`src/rtl/core/aco_pkg.sv`:
```
// aco_pkg: shared sizes, types and codes of the aho-corasick matcher
// no dependencies
package aco_pkg;

    localparam int NODES    = 16384;
    localparam int NODE_W   = 14;
    localparam int CNTN_W   = NODE_W + 1;
    localparam int ALPHA    = 26;
    localparam int SYM_W    = 5;
    localparam int PATTERNS = 256;
    localparam int ID_W     = 8;
    localparam int CNT_W    = 32;
    localparam int MATCH_W  = 9;
    localparam int OP_W     = 3;
    localparam int QDEPTH   = 4;
    localparam int QPTR_W   = 2;

    localparam logic [OP_W-1:0] OP_CLEAR  = 3'd0;
    localparam logic [OP_W-1:0] OP_INSERT = 3'd1;
    localparam logic [OP_W-1:0] OP_BUILD  = 3'd2;
    localparam logic [OP_W-1:0] OP_SCAN   = 3'd3;
    localparam logic [OP_W-1:0] OP_READ   = 3'd4;

    typedef logic [NODE_W-1:0] node_t;
    typedef logic [ALPHA-1:0][NODE_W-1:0] row_t;

    typedef enum logic [2:0] {
        K_NOP,
        K_CLEAR,
        K_INSERT,
        K_BUILD,
        K_SCAN,
        K_SCAN_BAD,
        K_READ
    } kind_t;

    typedef struct packed {
        kind_t             kind;
        logic [SYM_W-1:0]  symbol;
        logic              last_letter;
        logic [ID_W-1:0]   pattern_id;
    } cmd_t;

    typedef struct packed {
        logic valid;
        cmd_t cmd;
    } head_t;

    typedef struct packed {
        logic pop;
        logic clearing;
    } back_stat_t;

    typedef enum logic [4:0] {
        ST_CLEAR,
        ST_IDLE,
        ST_INS,
        ST_SCN_ROW,
        ST_SCN_WALK,
        ST_SCN_META,
        ST_SCN_CNT,
        ST_READ,
        ST_BLD_ROOT,
        ST_BLD_RPUSH,
        ST_BLD_POP,
        ST_BLD_Q,
        ST_BLD_F,
        ST_BLD_FW,
        ST_BLD_LOOP,
        ST_BLD_WR,
        ST_OUT
    } state_t;

endpackage

```
`src/rtl/core/aco_ifs.sv`:
```
// aco_req_if and aco_rsp_if: valid/ready channels of the matcher
// depends on aco_pkg
interface aco_req_if;
    import aco_pkg::*;
    logic                valid;
    logic                ready;
    logic [OP_W-1:0]     op;
    logic [SYM_W-1:0]    symbol;
    logic                last_letter;
    logic [ID_W-1:0]     pattern_id;

    modport source (output valid, op, symbol, last_letter, pattern_id, input ready);
    modport sink (input valid, op, symbol, last_letter, pattern_id, output ready);
endinterface


```
`src/rtl/core/aco_front.sv`:
```
// aco_front: accepts request words, classifies them and queues them
// depends on aco_pkg and aco_req_if
module aco_front (
    input  logic               clk,
    input  logic               rst_n,
    aco_req_if.sink            req,
    input  aco_pkg::back_stat_t stat,
    output aco_pkg::head_t     head
);
    import aco_pkg::*;

    cmd_t              fifo_reg [QDEPTH];
    logic [QPTR_W-1:0] wr_ptr_reg, wr_ptr_next;
    logic [QPTR_W-1:0] rd_ptr_reg, rd_ptr_next;
    logic [QPTR_W:0]   cnt_reg, cnt_next;
    cmd_t              cls;
    logic              push;
    logic              sym_ok;

    always_comb
    begin
        sym_ok          = req.symbol < SYM_W'(ALPHA);
        cls.symbol      = req.symbol;
        cls.last_letter = req.last_letter;
        cls.pattern_id  = req.pattern_id;
        unique case (req.op)
            OP_CLEAR:  cls.kind = K_CLEAR;
            OP_INSERT: cls.kind = sym_ok ? K_INSERT : K_NOP;
            OP_BUILD:  cls.kind = K_BUILD;
            OP_SCAN:   cls.kind = sym_ok ? K_SCAN : K_SCAN_BAD;
            OP_READ:   cls.kind = K_READ;
            default:   cls.kind = K_NOP;
        endcase
    end

    assign req.ready  = (cnt_reg != (QPTR_W+1)'(QDEPTH)) && !stat.clearing;
    assign push       = req.valid && req.ready;
    assign head.valid = cnt_reg != '0;
    assign head.cmd   = fifo_reg[rd_ptr_reg];

    always_comb
    begin
        wr_ptr_next = push ? wr_ptr_reg + 1'b1 : wr_ptr_reg;
        rd_ptr_next = stat.pop ? rd_ptr_reg + 1'b1 : rd_ptr_reg;
        cnt_next    = cnt_reg + (QPTR_W+1)'(push) - (QPTR_W+1)'(stat.pop);
    end

    always_ff @(posedge clk or negedge rst_n)
    begin
        if (!rst_n)
        begin
            wr_ptr_reg <= '0;
            rd_ptr_reg <= '0;
            cnt_reg    <= '0;
        end
        else
        begin
            wr_ptr_reg <= wr_ptr_next;
            rd_ptr_reg <= rd_ptr_next;
            cnt_reg    <= cnt_next;
        end
    end

    always_ff @(posedge clk)
    begin
        if (push)
        begin
            fifo_reg[wr_ptr_reg] <= cls;
        end
    end

endmodule

```
`src/flat_wrapper.sv`:
```
// flat-port wrapper written by rule: the top's interface ports become plain ports
module aco_front_flat import aco_pkg::*;
  (clk, rst_n, stat, head, req_valid, req_op, req_symbol, req_last_letter, req_pattern_id, req_ready);
  aco_req_if req_i ();
  input  logic clk;
  input  logic rst_n;
  input  aco_pkg::back_stat_t stat;
  output aco_pkg::head_t head;
  input wire logic [$bits(req_i.valid)-1:0] req_valid;
  input wire logic [$bits(req_i.op)-1:0] req_op;
  input wire logic [$bits(req_i.symbol)-1:0] req_symbol;
  input wire logic [$bits(req_i.last_letter)-1:0] req_last_letter;
  input wire logic [$bits(req_i.pattern_id)-1:0] req_pattern_id;
  output wire logic [$bits(req_i.ready)-1:0] req_ready;
  assign req_i.valid = req_valid;
  assign req_i.op = req_op;
  assign req_i.symbol = req_symbol;
  assign req_i.last_letter = req_last_letter;
  assign req_i.pattern_id = req_pattern_id;
  assign req_ready = req_i.ready;
  aco_front u_core (.clk(clk), .rst_n(rst_n), .req(req_i), .stat(stat), .head(head));
endmodule
```
`config.mk`:
```
export PLATFORM = sky130hd
export DESIGN_NAME = aco_front_flat
export DESIGN_NICKNAME = d
export VERILOG_FILES = /design/src/rtl/core/aco_pkg.sv /design/src/rtl/core/aco_ifs.sv /design/src/rtl/core/aco_front.sv /design/src/flat_wrapper.sv
export SDC_FILE = /design/constraint.sdc
export NUM_CORES = 1
export LEC_CHECK = 0
export BUFFER_PORTS_ARGS = -buffer_cell sky130_fd_sc_hd__buf_4
export CORE_MARGIN = 3
export CORE_UTILIZATION = 60
export CTS_CLUSTER_DIAMETER = 150
export DETAILED_ROUTE_END_ITERATION = 7
export PLACE_DENSITY = 0.95
export REMOVE_ABC_BUFFERS = 1
export SYNTH_ARGS = -nofsm -noshare
export SYNTH_HDL_FRONTEND = slang
export SYNTH_SLANG_ARGS = --single-unit
```
`constraint.sdc`:
```
create_clock -name clk -period 3.7 [get_ports clk]
set_clock_uncertainty 0.1 [all_clocks]
set_input_delay 0.74 -clock clk [delete_from_list [all_inputs] [get_ports clk]]
set_output_delay 0.74 -clock clk [all_outputs]
set_load 0.01 [all_outputs]
```
==> results of run 1 <==
## layout make-up
class	instances	area, µm²	share of cell area (%)
Timing Repair Buffer	41	307.8	8.705
Multi-Input combinational cell	49	699.4	19.78
Tap cell	67	83.83	2.371
Sequential cell	75	2217	62.70
Clock buffer	9	123.9	3.503
Clock inverter	6	81.33	2.300
Inverter	6	22.52	0.6369
## final timing paths
| kind | cells after the start | end | slack, ps |
|---|---|---|---|
| setup / recovery | 3 | head[4] | 1000 |
| hold / removal | 1 | u_core.wr_ptr_reg[0]$_DFFE_PN0P_ | 110 |
| setup reg to reg | 3 | u_core.fifo_reg[3][4]$_DFFE_PP_ | 1520 |
| hold reg to reg | 1 | u_core.rd_ptr_reg[0]$_DFFE_PN0P_ | 400 |
| max in group asynchronous | 1 | u_core.cnt_reg[0]$_DFF_PN0_ | 3270 |
| min in group clk | 1 | u_core.rd_ptr_reg[0]$_DFFE_PN0P_ | 400 |
## metrics by stage
stage / hold WS (ps) / utilization [%] / std cells / cell area (µm²) / setup slack (ps)
final: 106.5 / 74.37 / 253 / 3536 / 997.7
after global routing: 84.24 / 74.37 / 253 / 3536 / 867.0
after CTS: 90.95 / 74.37 / 253 / 3536 / 959.3
after detailed placement: 395.2 / 70.05 / 238 / 3331 / 1207
after global placement: 383.2 / 70.05 / 238 / 3331 / 1316
after floorplan: 344.4 / - / 130 / 2939 / 1337
## cells in the mapped netlist (all sizes together)
library cell / count / share of area [%]
nor2: 2 / 0.25
a21o: 1 / 0.25
nor2b: 1 / 0.21
buf: 4 / 1.4
o21ai: 1 / 0.17
or3: 1 / 0.21
inv: 6 / 0.76
nand2b: 1 / 0.21
nor3b: 3 / 1.3
ha: 6 / 2.5
a21oi: 1 / 0.17
o211ai: 1 / 0.25
mux2: 1 / 0.50
nand2: 2 / 0.25
mux4: 17 / 14
xor2: 1 / 0.29
o22ai: 1 / 0.21
fa: 1 / 0.67
xnor2: 4 / 1.2
edfxtp: 68 / 69
dfrtp: 7 / 5.9
and2: 4 / 0.84
## metal layers
| metal | GRT usage (%) | wire length (µm) | vias up |
|---|---|---|---|
| met4 | 7.065 | 73 | 0 |
| li1 | - | - | 636 |
| met5 | 0 | 0 | - |
| met2 | 32.07 | 2805 | 46 |
| met1 | 23.37 | 1845 | 718 |
| met3 | 5.556 | 258 | 7 |
## power by group through the flow
stage | registers, W | clock network [W] | logic, W
2_1_floorplan | 0.00117 | 0 | 0.000411
3_3_place_gp | 0.00115 | 0 | 0.000709
3_5_place_dp | 0.00117 | 0 | 0.000739
4_1_cts | 0.00115 | 0.000651 | 0.000743
5_1_grt | 0.00117 | 0.000697 | 0.000793
6_report | 0.00115 | 0.000641 | 0.000727
## worst max-delay path, stage by stage (launching register included)
cell     delay [ps]
dfrtp_1         390
buf_4           330
mux4_1          640
buf_4           170
## kinds of logic after synthesis
kind of cell | Yosys count | share of synthesized area, %
muxes | 18 | 14.48
buffers and inverters | 10 | 2.141
and+or+nand+nor | 14 | 3.275
adders and majority gates | 7 | 3.191
DFF | 75 | 74.39
xor gates and xnor gates | 5 | 1.469
AOI/OAI and AO/OA | 5 | 1.050
## cell usage in the layout, fill, tap and decap left out, types with 2 or more instances in the layout
| cell | instances |
|---|---|
| and2_1 | 4 |
| buf_4 | 41 |
| bufinv_16 | 2 |
| clkbuf_8 | 9 |
| clkinv_2 | 2 |
| dfrtp_1 | 7 |
| edfxtp_1 | 68 |
| ha_1 | 6 |
| inv_1 | 6 |
| mux4_1 | 9 |
| mux4_2 | 8 |
| nand2_1 | 2 |
| nor2_1 | 2 |
| xnor2_1 | 4 |
==> summary.md, run 1 <==
| Metric | Value |
|---|---|
| Share of layout cells above drive strength 1 | between 30% and 40% |
| CTS tree | yes |
| Worst setup startpoint | u_core.rd_ptr_reg[0]$_DFFE_PN0P_ |
| P_leak | approximately 1.3 nW |
| #FFs+latches synth | between 70 and 80 |
| Initial antenna violation count | 0 |
| Number of diodes | 0 |
| GP Congestion | a little over 0.7 |
| Wirelength per Cell | between 15 and 20 µm |
| GRT Util Overall | 19.00% |
| Final Cycle Share | around three quarters |
| HPWL after DPL | 3416 µm |
| Logic pwr share | roughly 29% |
| Synth Cell Area | between 0.002 and 0.003 mm² |
| P_sw | a little under 0.0007 W |
| Clk Tree Root Cell | clkbuf_8 |
| Clk pwr share | approximately a quarter |
| Mean Syn Cell Area | between 20 and 25 µm² |
| Hold WC Path Type | primary input to asynchronous set/reset pin |
| Starting density of the core | between 60% and 70% |
| Outcome | complete, no violations |
| Final hold violations | 0 |
| Cell internal pwr | between 0.0015 and 0.002 W |
| Final-layout fill cell count | 286 |
| Critical-path maximum fanout | 17 |
| Final Critical Period | 2702 ps |
| Final-report max-slew violation count | 0 |
| Largest net degree at the start of global routing | 19 |
| Max rail drop VDD | 595.9 µV |
| Max Root-Sink Buffers | 2 |
| Post-route ant nets | 0 |
| F_max | 370.0 MHz |
| Ys Warns | 0 |
| Final setup vio count | 0 |
| Core area | between 0.004 and 0.005 mm² |
| Crit end category | output pin |
| Post-route total power | roughly 0.0025 W |
| Die height | about 76 µm |
| CTS sink cnt | 75 |
| Sw frac | 27.26% |
| Cts repair resizes | 0 |
| Hold Buf Count CTS | 0 |
| Die width | between 70 and 80 µm |
| Vias in the first global route | 1502 |
| Row count | 25 |
| Register area share after synthesis | 74.39% |
| CP arrival | between 1500 and 2000 ps |
| Vias per inst | between 5 and 6 |
| Post-synth cell types | 27 |
| Drt first pass iters | 4 |
| H-tree levels | 3 |
| CTS Buf Count | 9 |
| Vias | around 1.4k |
| Setup repair bufs after CTS | 0 |
| Number of port buffers | 40 |
| Reg-to-reg critical path startpoint | u_core.cnt_reg[2]$_DFF_PN0_ |
| PwrDens | ~710 mW/mm² |
| Slew at the pin closest to its max-slew limit | 905.0 ps |
| Unrepaired setup endpoints after global routing | false |
| Grt ovf | 0 |
| Sequential share of power | between 40 and 50% |
| First-pass GRT wire length | a little over 8000 µm |
| Mapped Cells | about 130 |
| Clock Latency Late Sink | roughly 330 ps |
| Clock slew at reported path FFs | around 70 ps |
| Nets | 211 |
| Rel. slew slack | between 30% and 40% |
| CP Class | register to output pin |
| Starting DRT DRC Count | 119 |
| Drt total wl | approximately 5000 µm |
| Largest register FFs | 68 |
| Die ar. | between 0.005 and 0.006 mm² |
| DRC viols | 0 |
| P&R area growth vs syn | 18.64% |
| Max Cap Viol | 0 |
| Final setup TNS | 0 ps |
| Num ports | approximately 40 |
| CP startpoint kind | register |
| Crit path required time | 2860 ps |
(Power assumes the default switching activity.)
==> run 2, diff against run 1 <==
--- a/config.mk
+++ b/config.mk
@@ -5,12 +5,13 @@
 export SDC_FILE = /design/constraint.sdc
 export NUM_CORES = 1
 export LEC_CHECK = 0
+export ABC_AREA = 1
 export BUFFER_PORTS_ARGS = -buffer_cell sky130_fd_sc_hd__buf_4
 export CORE_MARGIN = 3
-export CORE_UTILIZATION = 60
+export CORE_UTILIZATION = 51
 export CTS_CLUSTER_DIAMETER = 150
 export DETAILED_ROUTE_END_ITERATION = 7
-export PLACE_DENSITY = 0.95
+export PLACE_DENSITY = 0.86
 export REMOVE_ABC_BUFFERS = 1
 export SYNTH_ARGS = -nofsm -noshare
 export SYNTH_HDL_FRONTEND = slang
==> constraint.sdc (replaced) <==
create_clock -name clk -period 2.15 [get_ports clk]
set_clock_uncertainty 0.1 [all_clocks]
set_input_delay 0.43 -clock clk [delete_from_list [all_inputs] [get_ports clk]]
set_output_delay 0.43 -clock clk [all_outputs]
set_load 0.01 [all_outputs]
==> run 2 against run 1 <==
  * Total power up 85%
  * Flip-flop and latch count unchanged
  * Critical path depth up 2
  * Die area up 25%
  * Utilization down 11 points
  * Routed wire length up 9.2%
  * Cell count up 57%
  * Critical path type unchanged
  * Largest cell class unchanged
  * Largest power group unchanged
==> summary.md, run 2 <==
| Metric | Value |
|---|---|
| Reg-to-reg critical path startpoint | u_core.cnt_reg[1]$_DFF_PN0_ |
| Mean Syn Cell Area | 12.14 µm² |
| H-tree levels | 3 |
| Crit path required time | between 1500 and 2000 ps |
| GP Congestion | ~0.75 |
| WHS Endpoint | u_core.rd_ptr_reg[0]$_DFFE_PN0P_ |
| Worst reg2reg path endpoint | u_core.cnt_reg[1]$_DFF_PN0_ |
| Most used DFF post-synth | edfxtp_1 |
| Starting DRT DRC Count | 91 |
| Post-synth cell types | 23 |
| CTS tree | yes |
| Most frequent cells in the layout | 68 x edfxtp_1, 51 x inv_1, 48 x nand2_1, 48 x buf_4, 18 x a21oi_1 |
| Post-route ant nets | 0 |
| FF-to-FF setup slack | 280 ps |
| Drt first pass iters | 4 |
| Final Critical Period | 2054 ps |
| Hold path startpoint | stat[1] |
| Final-report max-slew violation count | 0 |
| Row count | 28 |
| Critical-path maximum fanout | 22 |
| Final non-filler cell total | a little under 400 |
| GRT Max-Usage Layer | met2 |
| Register area share after synthesis | between 60% and 70% |
| HPWL after DPL | 3668 µm |
| Number of diodes | 0 |
| Rel. slew slack | ~76% |
| Clock slew at reported path FFs | ~80 ps |
| Grt ovf | 0 |
| Ys Warns | 0 |
| F_max | slightly below 500 MHz |
| CP arrival | 1520 ps |
| Final hold violations | 0 |
| Grt met1 use | about a fifth |
| Max Cap Viol | 0 |
| Largest area contributor in the netlist | edfxtp_1 |
| Top-count cell post-synth | edfxtp_1 |
| Most instantiated cells after synthesis | 68 x edfxtp_1, 51 x inv_1, 48 x nand2_1 |
| PwrDens | around 1200 mW/mm² |
| Placed cells | 379 |
| CP startpoint kind | register |
| Mapped Cells | roughly 270 |
| Cell count of the worst hold path | 2 |
| Largest register FFs | 68 |
| Die ar. | roughly 0.0073 mm² |
| Finished Core Util | between 60% and 70% |
| Slew at the pin closest to its max-slew limit | 366.1 ps |
| Hold WC Path Type | primary input to register |
| Largest net degree at the start of global routing | around 70 |
| Synth Cell Area | 0.003228 mm² |
| Die width | 85.56 µm |
| Starting density of the core | between 50% and 60% |
| Yosys top cell area share | a little over three fifths |
| Unrepaired setup endpoints after global routing | false |
| Vias | 1994 |
| Met2 Use GR | around 28% |
| Max rail drop VDD | approximately 700 µV |
| Die height | between 80 and 90 µm |
| Post-synth ARST share | about a tenth |
| Drt total wl | 5441 µm |
| DRC viols | 0 |
| First-pass GRT wire length | around 9000 µm |
| GRT Util Overall | 16.44% |
| CTS sink cnt | 75 |
| Final Cycle Share | 95.54% |
| Crit end category | output pin |
| Post-synth EDFFs | 68 |
| Met3 usage | around 3.6% |
| Worst R2R Path Depth | 8 |
| Outcome | complete, no violations |
| Post-route total power | 0.004665 W |
| Vias in the first global route | ~1.9k |
| Vias per inst | approximately 5.0 |
| Synth top area cells | edfxtp_1 63%, inv_1 5.9%, nand2_1 5.6% |
| Share of layout cells above drive strength 1 | a little under a quarter |
| P_leak | roughly 1.6 nW |
| Commonest non-fill, non-tap cell in the layout | edfxtp_1 |
| Clk Tree Root Cell | clkbuf_8 |
| CTS Buf Count | 9 |
| Nets | approximately 350 |
| CP Class | register to output pin |
| Number of port buffers | 40 |
| Num ports | between 40 and 50 |
| Initial antenna violation count | 0 |
| Core area | about 0.0060 mm² |
| Wirelength per Cell | between 10 and 15 µm |
| Final setup vio count | 0 |
| Max Root-Sink Buffers | 2 |
| P&R area growth vs syn | 18.18% |
| #FFs+latches synth | 75 |
| Clock Latency Late Sink | between 300 and 400 ps |
-- run 2: worst max path at each step --
stage | cells past startpoint | start | to
after global routing | 5 | u_core.rd_ptr_reg[1]$_DFFE_PN0P_ | head[5]
final | 5 | u_core.rd_ptr_reg[1]$_DFFE_PN0P_ | head[12]
after floorplan | 3 | u_core.rd_ptr_reg[0]$_DFFE_PN0P_ | head[0]
after global placement | 8 | stat[1] | u_core.cnt_reg[2]$_DFF_PN0_
after detailed placement | 8 | u_core.cnt_reg[1]$_DFF_PN0_ | u_core.cnt_reg[1]$_DFF_PN0_
after CTS | 5 | u_core.rd_ptr_reg[1]$_DFFE_PN0P_ | head[5]
-- run 2: what timing repair did --
item                                   in CTS  in global routing
hold buffers                                1                  0
gates resized for setup                     1                  0
endpoints found under the hold margin       7                  0
buffers inserted                            0                  0
setup endpoints to repair                  11                  0
-- run 2: layout make-up --
type,count,area (µm²)
sequential,75,2220
fill,462,2211
multi-input combinational,128,714.4
tap,75,93.84
clock inverter,5,53.80
clock buffer,11,131.4
timing repair buffer,51,410.4
inverter,51,191.4
-- run 2: routing by layer --
metal	share of wire (%)	vias up	wire [µm]
li1	-	995	-
met1	42	943	2267
met2	52	47	2809
met3	4.5	9	243
met4	2.2	0	122
met5	0	-	0
-- run 2: through the flow --
step | TNS (ps) | area, µm² | hold WS (ps) | setup WS, ps
3_3_place_gp | 0 | 3618 | 149.7 | 370.3
4_1_cts | 0 | 3815 | 173.2 | 79.08
5_1_grt | 0 | 3815 | 171.2 | 3.339
2_1_floorplan | -1732 | 3113 | 34.41 | -102.6
3_5_place_dp | 0 | 3618 | 152.7 | 317.9
6_report | 0 | 3815 | 180.4 | 95.84
-- run 2: kinds of logic (layout without fill, tap and decap cells) --
family / after synthesis / count (layout) / synth area share [%]
xor+xnor: 2 / 2 / 0.5427
buf+inv: 63 / 118 / 9.496
flops: 75 / 75 / 68.68
fa+ha+maj: 7 / 7 / 2.946
simple gates: 64 / 64 / 8.372
compound gates: 55 / 55 / 9.961
-- run 2: power by group --
group / total, W / switching (W) / leakage, nW / internal [W]
clock network: 0.00100 / 0.000471 / 0.0971 / 0.000533
registers: 0.00194 / 0.000134 / 0.700 / 0.00180
logic: 0.00172 / 0.000962 / 0.821 / 0.000760
total: 0.00467 / 0.00157 / 1.62 / 0.00310
-- run 2: critical path, cell delays in order, from the launching register on --
cell and delay [ps]:
dfrtp_2 520, buf_12 200, a21oi_1 140, o21ai_1 100
nand2_1 90, buf_4 120
